## config.mk

```make
export PLATFORM = sky130hd
export DESIGN_NAME = signed_integer_divider_flat
export DESIGN_NICKNAME = d
export VERILOG_FILES = /design/src/hdl/sid_pkg.sv /design/src/hdl/sid_req_if.sv /design/src/hdl/sid_rsp_if.sv /design/src/hdl/sid_core.sv /design/src/hdl/signed_integer_divider.sv /design/src/flat_wrapper.sv
export SDC_FILE = /design/constraint.sdc
export NUM_CORES = 1
export LEC_CHECK = 0
export BUFFER_PORTS_ARGS = -buffer_cell sky130_fd_sc_hd__buf_4
export CORE_MARGIN = 2
export CORE_UTILIZATION = 40
export DETAILED_ROUTE_END_ITERATION = 6
export HOLD_SLACK_MARGIN = 0.05
export SLEW_MARGIN = 15
export SYNTH_ARGS = -nofsm -noshare
export SYNTH_HDL_FRONTEND = slang
export SYNTH_SLANG_ARGS = --single-unit
```

## constraint.sdc

```tcl
create_clock -name clock -period 5.6 [get_ports clock]
set_input_delay 1.12 -clock clock [delete_from_list [all_inputs] [get_ports clock]]
set_output_delay 1.12 -clock clock [all_outputs]
set_load 0.03 [all_outputs]
```

## src/hdl/sid_pkg.sv

```systemverilog
// Shared types for the signed integer divider.
// No dependencies; imported by the divide core and the top level.
`timescale 1ns / 1ps
`default_nettype none

package sid_pkg;

   // Commands from the top level to the divide core
   typedef struct packed {
      logic start;   // load a new operand pair
      logic take;    // the finished quotient moves to the output register
   } sid_ctl_type;

   // Status from the divide core to the top level
   typedef struct packed {
      logic ready;   // the core is free for a new operand pair
      logic done;    // the quotient and flag are final
   } sid_sts_type;

endpackage

`default_nettype wire

```

## src/hdl/sid_req_if.sv

```systemverilog
// Request channel: valid/ready handshake carrying a dividend and a divisor.
// No dependencies.
`timescale 1ns / 1ps
`default_nettype none

interface sid_req_if #(
   parameter int DATA_WIDTH = 32
);
   logic                         valid;
   logic                         ready;
   logic signed [DATA_WIDTH-1:0] dividend;
   logic signed [DATA_WIDTH-1:0] divisor;

   modport source (output valid, output dividend, output divisor, input ready);
   modport sink   (input valid, input dividend, input divisor, output ready);
endinterface

`default_nettype wire

```

## src/hdl/sid_rsp_if.sv

```systemverilog
// Response channel: valid/ready handshake carrying the quotient and the flag.
// No dependencies.
`timescale 1ns / 1ps
`default_nettype none

interface sid_rsp_if #(
   parameter int DATA_WIDTH = 32
);
   logic                         valid;
   logic                         ready;
   logic signed [DATA_WIDTH-1:0] quotient;
   logic                         special_case;

   modport source (output valid, output quotient, output special_case, input ready);
   modport sink   (input valid, input quotient, input special_case, output ready);
endinterface

`default_nettype wire

```

## src/hdl/sid_core.sv

```systemverilog
// Divide core: magnitudes, restoring division one quotient bit per cycle, sign fix-up.
// Depends on sid_pkg for the control and status structs.
`timescale 1ns / 1ps
`default_nettype none

module sid_core
   import sid_pkg::*;
#(
   parameter int DATA_WIDTH = 32
) (
   input  wire logic                  clock,
   input  wire logic                  reset,
   input  wire sid_ctl_type           ctl,
   output      sid_sts_type           sts,
   input  wire logic [DATA_WIDTH-1:0] dividend,
   input  wire logic [DATA_WIDTH-1:0] divisor,
   output      logic [DATA_WIDTH-1:0] quotient,
   output      logic                  special_case
);

   localparam int CntWidth = $clog2(DATA_WIDTH);
   localparam logic [DATA_WIDTH-1:0] MinNeg = {1'b1, {(DATA_WIDTH-1){1'b0}}};
   localparam logic [DATA_WIDTH-1:0] MaxPos = ~MinNeg;

   typedef enum logic [1:0] {
      ST_IDLE,
      ST_DIVIDE,
      ST_FINISH,
      ST_DONE
   } state_type;

   state_type             state_ff, state_in;
   logic [DATA_WIDTH-1:0] num_ff, num_in;    // dividend bits out, quotient bits in
   logic [DATA_WIDTH-1:0] den_ff, den_in;
   logic [DATA_WIDTH-1:0] rem_ff, rem_in;
   logic [CntWidth-1:0]   cnt_ff, cnt_in;
   logic                  neg_ff, neg_in;
   logic                  spec_ff, spec_in;

   logic                  a_neg, b_neg, special;
   logic [DATA_WIDTH-1:0] a_mag, b_mag;
   logic [DATA_WIDTH:0]   rem_sh, diff;
   logic                  ge;

   // Operand magnitudes and special cases at load time
   always_comb begin
      a_neg   = dividend[DATA_WIDTH-1];
      b_neg   = divisor[DATA_WIDTH-1];
      a_mag   = a_neg ? (~dividend + DATA_WIDTH'(1)) : dividend;
      b_mag   = b_neg ? (~divisor + DATA_WIDTH'(1)) : divisor;
      special = (divisor == '0) || ((dividend == MinNeg) && (divisor == '1));
   end

   // One restoring step: shift in the next dividend bit, trial subtract
   always_comb begin
      rem_sh = {rem_ff, num_ff[DATA_WIDTH-1]};
      diff   = rem_sh - {1'b0, den_ff};
      ge     = !diff[DATA_WIDTH];
   end

   // Sequencer and datapath next values
   always_comb begin
      state_in = state_ff;
      num_in   = num_ff;
      den_in   = den_ff;
      rem_in   = rem_ff;
      cnt_in   = cnt_ff;
      neg_in   = neg_ff;
      spec_in  = spec_ff;
      case (state_ff)
         ST_IDLE: begin
            if (ctl.start) begin
               den_in  = b_mag;
               rem_in  = '0;
               cnt_in  = CntWidth'(DATA_WIDTH - 1);
               neg_in  = a_neg ^ b_neg;
               spec_in = special;
               if (special) begin
                  num_in   = MaxPos;
                  state_in = ST_DONE;
               end else begin
                  num_in   = a_mag;
                  state_in = ST_DIVIDE;
               end
            end
         end
         ST_DIVIDE: begin
            rem_in = ge ? diff[DATA_WIDTH-1:0] : rem_sh[DATA_WIDTH-1:0];
            num_in = {num_ff[DATA_WIDTH-2:0], ge};
            cnt_in = cnt_ff - CntWidth'(1);
            if (cnt_ff == '0) begin
               state_in = ST_FINISH;
            end
         end
         ST_FINISH: begin
            // apply the sign when exactly one operand was negative
            num_in   = neg_ff ? (~num_ff + DATA_WIDTH'(1)) : num_ff;
            state_in = ST_DONE;
         end
         ST_DONE: begin
            if (ctl.take) begin
               state_in = ST_IDLE;
            end
         end
         default: begin
            state_in = ST_IDLE;
         end
      endcase
   end

   // Hold state; payload registers run without reset
   always_ff @(posedge clock) begin
      num_ff  <= num_in;
      den_ff  <= den_in;
      rem_ff  <= rem_in;
      cnt_ff  <= cnt_in;
      neg_ff  <= neg_in;
      spec_ff <= spec_in;
      if (reset) begin
         state_ff <= ST_IDLE;
      end else begin
         state_ff <= state_in;
      end
   end

   assign sts.ready    = (state_ff == ST_IDLE);
   assign sts.done     = (state_ff == ST_DONE);
   assign quotient     = num_ff;
   assign special_case = spec_ff;

endmodule

`default_nettype wire

```

## src/hdl/signed_integer_divider.sv

```systemverilog
// Top level of the signed integer divider: handshakes, divide core, output register.
// Depends on sid_pkg, sid_req_if, sid_rsp_if and sid_core.
//
//   channel  | direction | transfer carries
//   ---------+-----------+------------------------------------
//   req_ch   | in        | dividend, divisor (signed)
//   rsp_ch   | out       | quotient (signed), special_case
//
// After its transfer an operand pair is loaded, divided by the shared trial
// subtractor (one quotient bit each step), given its sign in a fix-up step and
// moved to the output register once that is free; then the core is free again.
// Special cases skip the division.
// Reset is synchronous and clears the sequencer and the output valid.
// A stalled result waits in the output register while the next pair divides.
`timescale 1ns / 1ps
`default_nettype none

module signed_integer_divider
   import sid_pkg::*;
#(
   parameter int DATA_WIDTH = 32
) (
   input wire logic clock,
   input wire logic reset,
   sid_req_if.sink  req_ch,
   sid_rsp_if.source rsp_ch
);

   sid_ctl_type           ctl;
   sid_sts_type           sts;
   logic [DATA_WIDTH-1:0] core_quotient;
   logic                  core_special;

   logic                  rsp_valid_ff, rsp_valid_in;
   logic [DATA_WIDTH-1:0] rsp_quotient_ff, rsp_quotient_in;
   logic                  rsp_special_ff, rsp_special_in;

   // Start on a request transfer; hand over once the output register is free
   assign req_ch.ready = sts.ready;
   assign ctl.start    = req_ch.valid && sts.ready;
   assign ctl.take     = sts.done && (!rsp_valid_ff || rsp_ch.ready);

   sid_core #(
      .DATA_WIDTH (DATA_WIDTH)
   ) u_core (
      .clock        (clock),
      .reset        (reset),
      .ctl          (ctl),
      .sts          (sts),
      .dividend     ($unsigned(req_ch.dividend)),
      .divisor      ($unsigned(req_ch.divisor)),
      .quotient     (core_quotient),
      .special_case (core_special)
   );

   // Output register: load on hand-over, drop valid after a response transfer
   always_comb begin
      rsp_quotient_in = rsp_quotient_ff;
      rsp_special_in  = rsp_special_ff;
      if (ctl.take) begin
         rsp_valid_in    = 1'b1;
         rsp_quotient_in = core_quotient;
         rsp_special_in  = core_special;
      end else if (rsp_ch.ready) begin
         rsp_valid_in = 1'b0;
      end else begin
         rsp_valid_in = rsp_valid_ff;
      end
   end

   always_ff @(posedge clock) begin
      rsp_quotient_ff <= rsp_quotient_in;
      rsp_special_ff  <= rsp_special_in;
      if (reset) begin
         rsp_valid_ff <= 1'b0;
      end else begin
         rsp_valid_ff <= rsp_valid_in;
      end
   end

   assign rsp_ch.valid        = rsp_valid_ff;
   assign rsp_ch.quotient     = $signed(rsp_quotient_ff);
   assign rsp_ch.special_case = rsp_special_ff;

endmodule

`default_nettype wire
```

## src/flat_wrapper.sv

```systemverilog
// flat-port wrapper written by rule: the top's interface ports become plain ports
module signed_integer_divider_flat import sid_pkg::*;
#(
   parameter int DATA_WIDTH = 32
)
  (clock, reset, req_ch_valid, req_ch_dividend, req_ch_divisor, req_ch_ready, rsp_ch_valid, rsp_ch_quotient, rsp_ch_special_case, rsp_ch_ready);
  sid_req_if #(.DATA_WIDTH(DATA_WIDTH)) req_ch_i ();
  sid_rsp_if #(.DATA_WIDTH(DATA_WIDTH)) rsp_ch_i ();
  input wire logic clock;
  input wire logic reset;
  input wire logic [$bits(req_ch_i.valid)-1:0] req_ch_valid;
  input wire logic [$bits(req_ch_i.dividend)-1:0] req_ch_dividend;
  input wire logic [$bits(req_ch_i.divisor)-1:0] req_ch_divisor;
  output wire logic [$bits(req_ch_i.ready)-1:0] req_ch_ready;
  output wire logic [$bits(rsp_ch_i.valid)-1:0] rsp_ch_valid;
  output wire logic [$bits(rsp_ch_i.quotient)-1:0] rsp_ch_quotient;
  output wire logic [$bits(rsp_ch_i.special_case)-1:0] rsp_ch_special_case;
  input wire logic [$bits(rsp_ch_i.ready)-1:0] rsp_ch_ready;
  assign req_ch_i.valid = req_ch_valid;
  assign req_ch_i.dividend = req_ch_dividend;
  assign req_ch_i.divisor = req_ch_divisor;
  assign req_ch_ready = req_ch_i.ready;
  assign rsp_ch_valid = rsp_ch_i.valid;
  assign rsp_ch_quotient = rsp_ch_i.quotient;
  assign rsp_ch_special_case = rsp_ch_i.special_case;
  assign rsp_ch_i.ready = rsp_ch_ready;
  signed_integer_divider #(.DATA_WIDTH(DATA_WIDTH)) u_core (.clock(clock), .reset(reset), .req_ch(req_ch_i), .rsp_ch(rsp_ch_i));
endmodule
```

* Word-level counts from Yosys, hierarchy flattened *
Cells that the tools add are included.

word-level totals
  output and inout bits = 35
  bits in registers = 139
  word-level logic and storage cells = 64

operators by class
  add/subtract/negate cells = 5
  reductions and logical operators = 17
  bitwise operators = 4
  equality and inequality tests = 9
  mux-type cells = 18

operators with widths
  operator                                                             count
  32-bit 2-to-1 mux                                                    6
  32-bit by 1-bit adder with 32-bit output (second input constant)     3
  32-bit NOT                                                           3
  32-bit one-hot mux with 3 select lines                               1
  32-bit == test (second input constant)                               2
  32-bit one-hot mux with 2 select lines                               1
  33-bit by 32-bit subtractor with 33-bit output                       1
  32-bit logical NOT                                                   1
  31-bit 2-to-1 mux                                                    1
  5-bit one-hot mux with 2 select lines                                1
  2-bit 2-to-1 mux                                                     4
  2-bit one-hot mux with 4 select lines                                1
  3-bit AND reduction                                                  2
  5-bit logical NOT                                                    1
  5-bit 2-to-1 mux                                                     1
  5-bit by 1-bit subtractor with 5-bit output (second input constant)  1
  2-bit == test (second input constant)                                2
  2-bit by 1-bit != test with 1-bit output (second input constant)     2
  2-bit != test (second input constant)                                2
  2-bit AND reduction                                                  2
  2-bit nonzero test                                                   2
  1-bit logical AND                                                    3
  3-bit nonzero test                                                   1
  2-bit by 1-bit == test with 1-bit output (second input constant)     1
  5 further kinds                                                      8

* Depth between registers and ports, before layout *
  word-level depth = 6
  depth in mapped cells = 14
  mapped depth without buffers = 12

* By module *
A second synthesis with hierarchy kept.

second synthesis, totals
  cells, all modules = 931
  area total of the unflattened synthesis = 9,252.6 um^2

modules (own cells, without submodules)
  module                  times used  cells an instance  area each (um^2)
  sid_core                1           892                8,200.4
  signed_integer_divider  1           39                 1,052.3

* Worst setup path after synthesis *
OpenSTA, ideal clock, no wires.

  path type = input-to-reg
  from = in req_ch_valid
  to = reg u_core.u_core.num_ff[0], in the netlist u_core.u_core.quotient[0] (enable)
  slack = 1,532 ps
  required time = 5,126 ps
  arrival = 3,594 ps
  cell stages on the path = 2
  cells stage by stage = nor2b_1 > a221oi_1

between the ends
  cells in the longest elaborated chain, start to end = 3

ends and longest elaborated chain
  item                                                       line                          source
  start, declared                                            flat_wrapper.sv:11            input wire logic [$bits(req_ch_i.valid)-1:0] req_ch_valid;
  1-bit logical AND                                          signed_integer_divider.sv:40  assign ctl.start = req_ch.valid && sts.ready;
  2-bit by 1-bit != test with 1-bit output (no source line)  n/a
  3-bit AND reduction (no source line)                       n/a
  end signal, assigned                                       sid_core.sv:113               num_ff <= num_in;
  end, declared                                              sid_core.sv:33                logic [DATA_WIDTH-1:0] num_ff, num_in;

No other way between the ends.
A chain may end at the register's enable or synchronous reset.

* Worst setup path in the final report *
  from = reg u_core.u_core.num_ff[31], in the netlist u_core.u_core.quotient[31]
  to = reg u_core.u_core.num_ff[0], in the netlist u_core.u_core.quotient[0], data pin

between the ends
  cells in the longest elaborated chain, start to end = 3

ends and longest elaborated chain
  item                                            line            source
  33-bit by 32-bit subtractor with 33-bit output  sid_core.sv:57  diff = rem_sh - {1'b0, den_ff};
  1-bit logical NOT                               sid_core.sv:58  ge = !diff[DATA_WIDTH];
  32-bit one-hot mux with 3 select lines          sid_core.sv:70  case (state_ff)
  net u_core.u_core.num_in[0]                     sid_core.sv:33

The timed path passes the listed nets, and every way through them passes these cells.

==> impl_metrics.env <==
export IMPL_vdd_ir_drop_worst_mv=0.241
export IMPL_crit_required_ns=5.87
export IMPL_use_met2_pct=34.1
export IMPL_post_route_period_util_pct=65.0
export IMPL_gr_usage_met1_pct=25.8
export IMPL_cts_max_path_buffers=2
export IMPL_insertedDiodeCount=0
export IMPL_maxClockFrequency_mhz=275
export IMPL_timing_setup_tns_ns=0
export IMPL_hold_path_class="flip-flop to flip-flop"
export IMPL_placement_setup_worst_slack_ns=1.73
export IMPL_globalplace_congestion=0.893
export IMPL_dr_first_iter_drc_count=566
export IMPL_report_final_slew_viol_count=0
export IMPL_cp_data_arrival_time_ns=3.91
export IMPL_dominantRegCellSynth="edfxtp_1"
export IMPL_num_io_pins=103
export IMPL_grt_max_degree=46
export IMPL_hold_buffers=0
export IMPL_finalWirelength_um=24500
export IMPL_drt_vias_per_instance=5.56
export IMPL_critical_path_slowest_cell="edfxtp_1"
export IMPL_max_stage_delay_ns=0.42
export IMPL_outcome="completed"
export IMPL_tritoncts="done"
export IMPL_worst_setup_path_start_kind="flip-flop"
export IMPL_cts_resized_gates=0
export IMPL_synth_adder_area_share_pct=5.70
export IMPL_layout_cells_most_common_list="edfxtp_1 (136), buf_4 (113), nand2_1 (88)"
export IMPL_ant_nets=0
export IMPL_drc=0
export IMPL_floorplan_initialDensity_pct=41.1
export IMPL_crit_family="compound AO/OA/AOI/OAI gates"
export IMPL_power_per_cell_area_nw_per_um2=449
export IMPL_postSynthAreaPerCell_um2=9.72
export IMPL_final_period_minus_worst_setup_slack_ns=3.64
export IMPL_number_of_buffers_created_by_cts=17
export IMPL_row_count=55
export IMPL_post_route_cells_drive_above_1_share_pct=15.0
export IMPL_setup_repair_after_global_routing_missed_its_margin="false"
export IMPL_synth_area_mux_share_pct=2.37
export IMPL_crit_type="flip-flop to flip-flop"
export IMPL_clock_skew_final_ns=0.0125
export IMPL_synth_xor_area_share_pct=9.45
export IMPL_tightest_pin_transition_ns=1.07
export IMPL_area_fraction_in_compound_gates_after_synthesis_pct=16.6
export IMPL_critical_path_cell_chain="inv_1, ha_1, inv_1, fa_1, a211oi_1, o21bai_1, o21ai_0, o21ai_0, a31oi_1, xnor2_2, buf_4, nand2_1, a32oi_1"
export IMPL_clock_root_buffer="clkbuf_16"
export IMPL_cts_num_sinks=139
export IMPL_global_route_overflow_total=0
export IMPL_layout_setup_ws_ns=1.96
export IMPL_dr_pass1_iters=5
export IMPL_number_of_warnings_issued_by_yosys=0
export IMPL_grt_pass1_wl_um=38400
export IMPL_grt_pass1_vias=7326
export IMPL_grtUsageMet3_pct=4.19
export IMPL_net_count_synth=1073
export IMPL_avgRoutedWirePerCell_um=17.7
export IMPL_p_leak_nw=4.05
export IMPL_synth_area_um2=9360
export IMPL_total_setup_buffers_inserted_after_cts=0
export IMPL_synth_edff_count=136
export IMPL_synthSimpleGateAreaFrac_pct=17.7
export IMPL_detailedPlacementHpwl_um=17800
export IMPL_maxCapViolCount=0
export IMPL_syn2layout_area_growth_pct=18.3
export IMPL_async_flop_share_pct=0
export IMPL_clk_pin_slew_worst_paths_ns=0.07
export IMPL_layout_commonest_cell="edfxtp_1"
export IMPL_yosysSeqAreaShare_pct=44.3
export IMPL_crit_buf_inv=3
export IMPL_floorplan_die_area_um2=24600
export IMPL_post_synth_num_cell_types=58
export IMPL_ys_ff_latch=139
export IMPL_setup_violations=0
export IMPL_placement_io_buffers=102
export IMPL_worst_path_max_fanout=25
export IMPL_synthesis_instances=963
export IMPL_grt_most_used_layer="met2"
export IMPL_placeable_area_um2=22800
export IMPL_clk_insertion_delay_late_ns=0.43
export IMPL_grtUsageTotal_pct=20.1
export IMPL_final_nets=1168
export IMPL_synth_top_family_by_area="simple AND/OR/NAND/NOR gates"
export IMPL_ctsHtreeMaxLevel=4
export IMPL_floorplan_die_height_um=157
export IMPL_vias=7691
export IMPL_relSlewSlack_pct=28.8
export IMPL_grt_antenna_before_repair=0
export IMPL_die_width_um=157
export IMPL_timing_hold_violations_final=0
export IMPL_crit_path_end_kind="flip-flop"
-- worst reg2reg max path: cells and delay by family (launching register included) --
kind	cells	cell delay, ns
DFF	1	0.42
buffers and inverters	3	0.48
and+or+nand+nor	1	0.20
xor gates and xnor gates	1	0.15
adders and majority gates	2	0.58
AOI/OAI and AO/OA	6	1.64
-- final timing paths --
| check | startpoint | end | slack [ns] | depth (start not counted) |
|---|---|---|---|---|
| worst max-delay path | u_core.u_core.quotient[31]$_DFFE_PP_ | u_core.u_core.quotient[0]$_DFFE_PP_ | 1.96 | 13 |
| worst min-delay path | u_core.u_core.special_case$_DFFE_PP_ | u_core.rsp_ch.special_case$_DFFE_PP_ | 0.47 | 0 |
| worst max register to register | u_core.u_core.quotient[31]$_DFFE_PP_ | u_core.u_core.quotient[0]$_DFFE_PP_ | 1.96 | 13 |
| worst min register to register | u_core.u_core.special_case$_DFFE_PP_ | u_core.rsp_ch.special_case$_DFFE_PP_ | 0.47 | 0 |
-- power by group --
part,switching [mW],internal (mW),total (mW)
sequential,0.239,1.53,1.77
combinational,1.25,0.832,2.08
clock,0.493,0.629,1.12
-- area by class of cell --
class	instances	area (µm²)
clock buffers	17	425
clock inverters	15	156
fillers	2133	11700
inverters	59	221
multi-input cells	728	4890
flip-flops and latches	139	4140
well taps	313	392
repair buffers	113	848
-- kinds of logic (layout without fill, tap and decap cells) --
| group | Yosys count | after routing |
|---|---|---|
| muxes | 22 | 22 |
| adders and majority gates | 42 | 42 |
| and+or+nand+nor | 328 | 328 |
| AOI/OAI and AO/OA | 235 | 235 |
| xor gates and xnor gates | 101 | 101 |
| DFF | 139 | 139 |
| buffers and inverters | 96 | 204 |
-- synth_stat cells, drive strengths merged, types with 24 or more instances --
library cell | number | area, µm²
a21oi | 48 | 240
clkbuf | 29 | 109
edfxtp | 136 | 4080
ha | 41 | 513
inv | 59 | 221
nand2 | 88 | 330
nand3 | 24 | 120
nor2 | 72 | 270
nor3 | 32 | 165
o21ai | 57 | 285
xnor2 | 65 | 569
xor2 | 36 | 315
-- flip-flops by register name (all words and copies together) (netlist names) --
signal	flops
u_core.rsp_ch.special_case	1
u_core.u_core.rem_ff	32
u_core.u_core.den_ff	32
u_core.u_core.cnt_ff	5
u_core.rsp_ch.valid	1
u_core.u_core.neg_ff	1
u_core.rsp_ch.quotient	32
u_core.u_core.quotient	32
u_core.u_core.special_case	1
u_core.u_core.state_ff	2
-- stage by stage --
| stage | util, % | total power [mW] | hold WS (ns) | instances | cell area (µm²) |
|---|---|---|---|---|---|
| 3_5_place_dp | 46.1 | 3.85 | 0.476 | 1352 | 10500 |
| 4_1_cts | 48.6 | 5.00 | 0.491 | 1384 | 11100 |
| 2_1_floorplan | - | 3.27 | 0.400 | 963 | 9360 |
| 6_report | 48.6 | 4.97 | 0.472 | 1384 | 11100 |
| 3_3_place_gp | 46.1 | 3.83 | 0.475 | 1352 | 10500 |
| 5_1_grt | 48.6 | 5.31 | 0.488 | 1384 | 11100 |
-- layer usage --
metal  share of wire (%)  up-vias  wire, µm
met5                   0        -         0
met4                 1.9        0       468
met3                 5.0       32      1210
met2                  49      218     11900
met1                  44     3665     10900
li1                    -     3776         -
No activity file was read; power rests on OpenSTA's default activity.
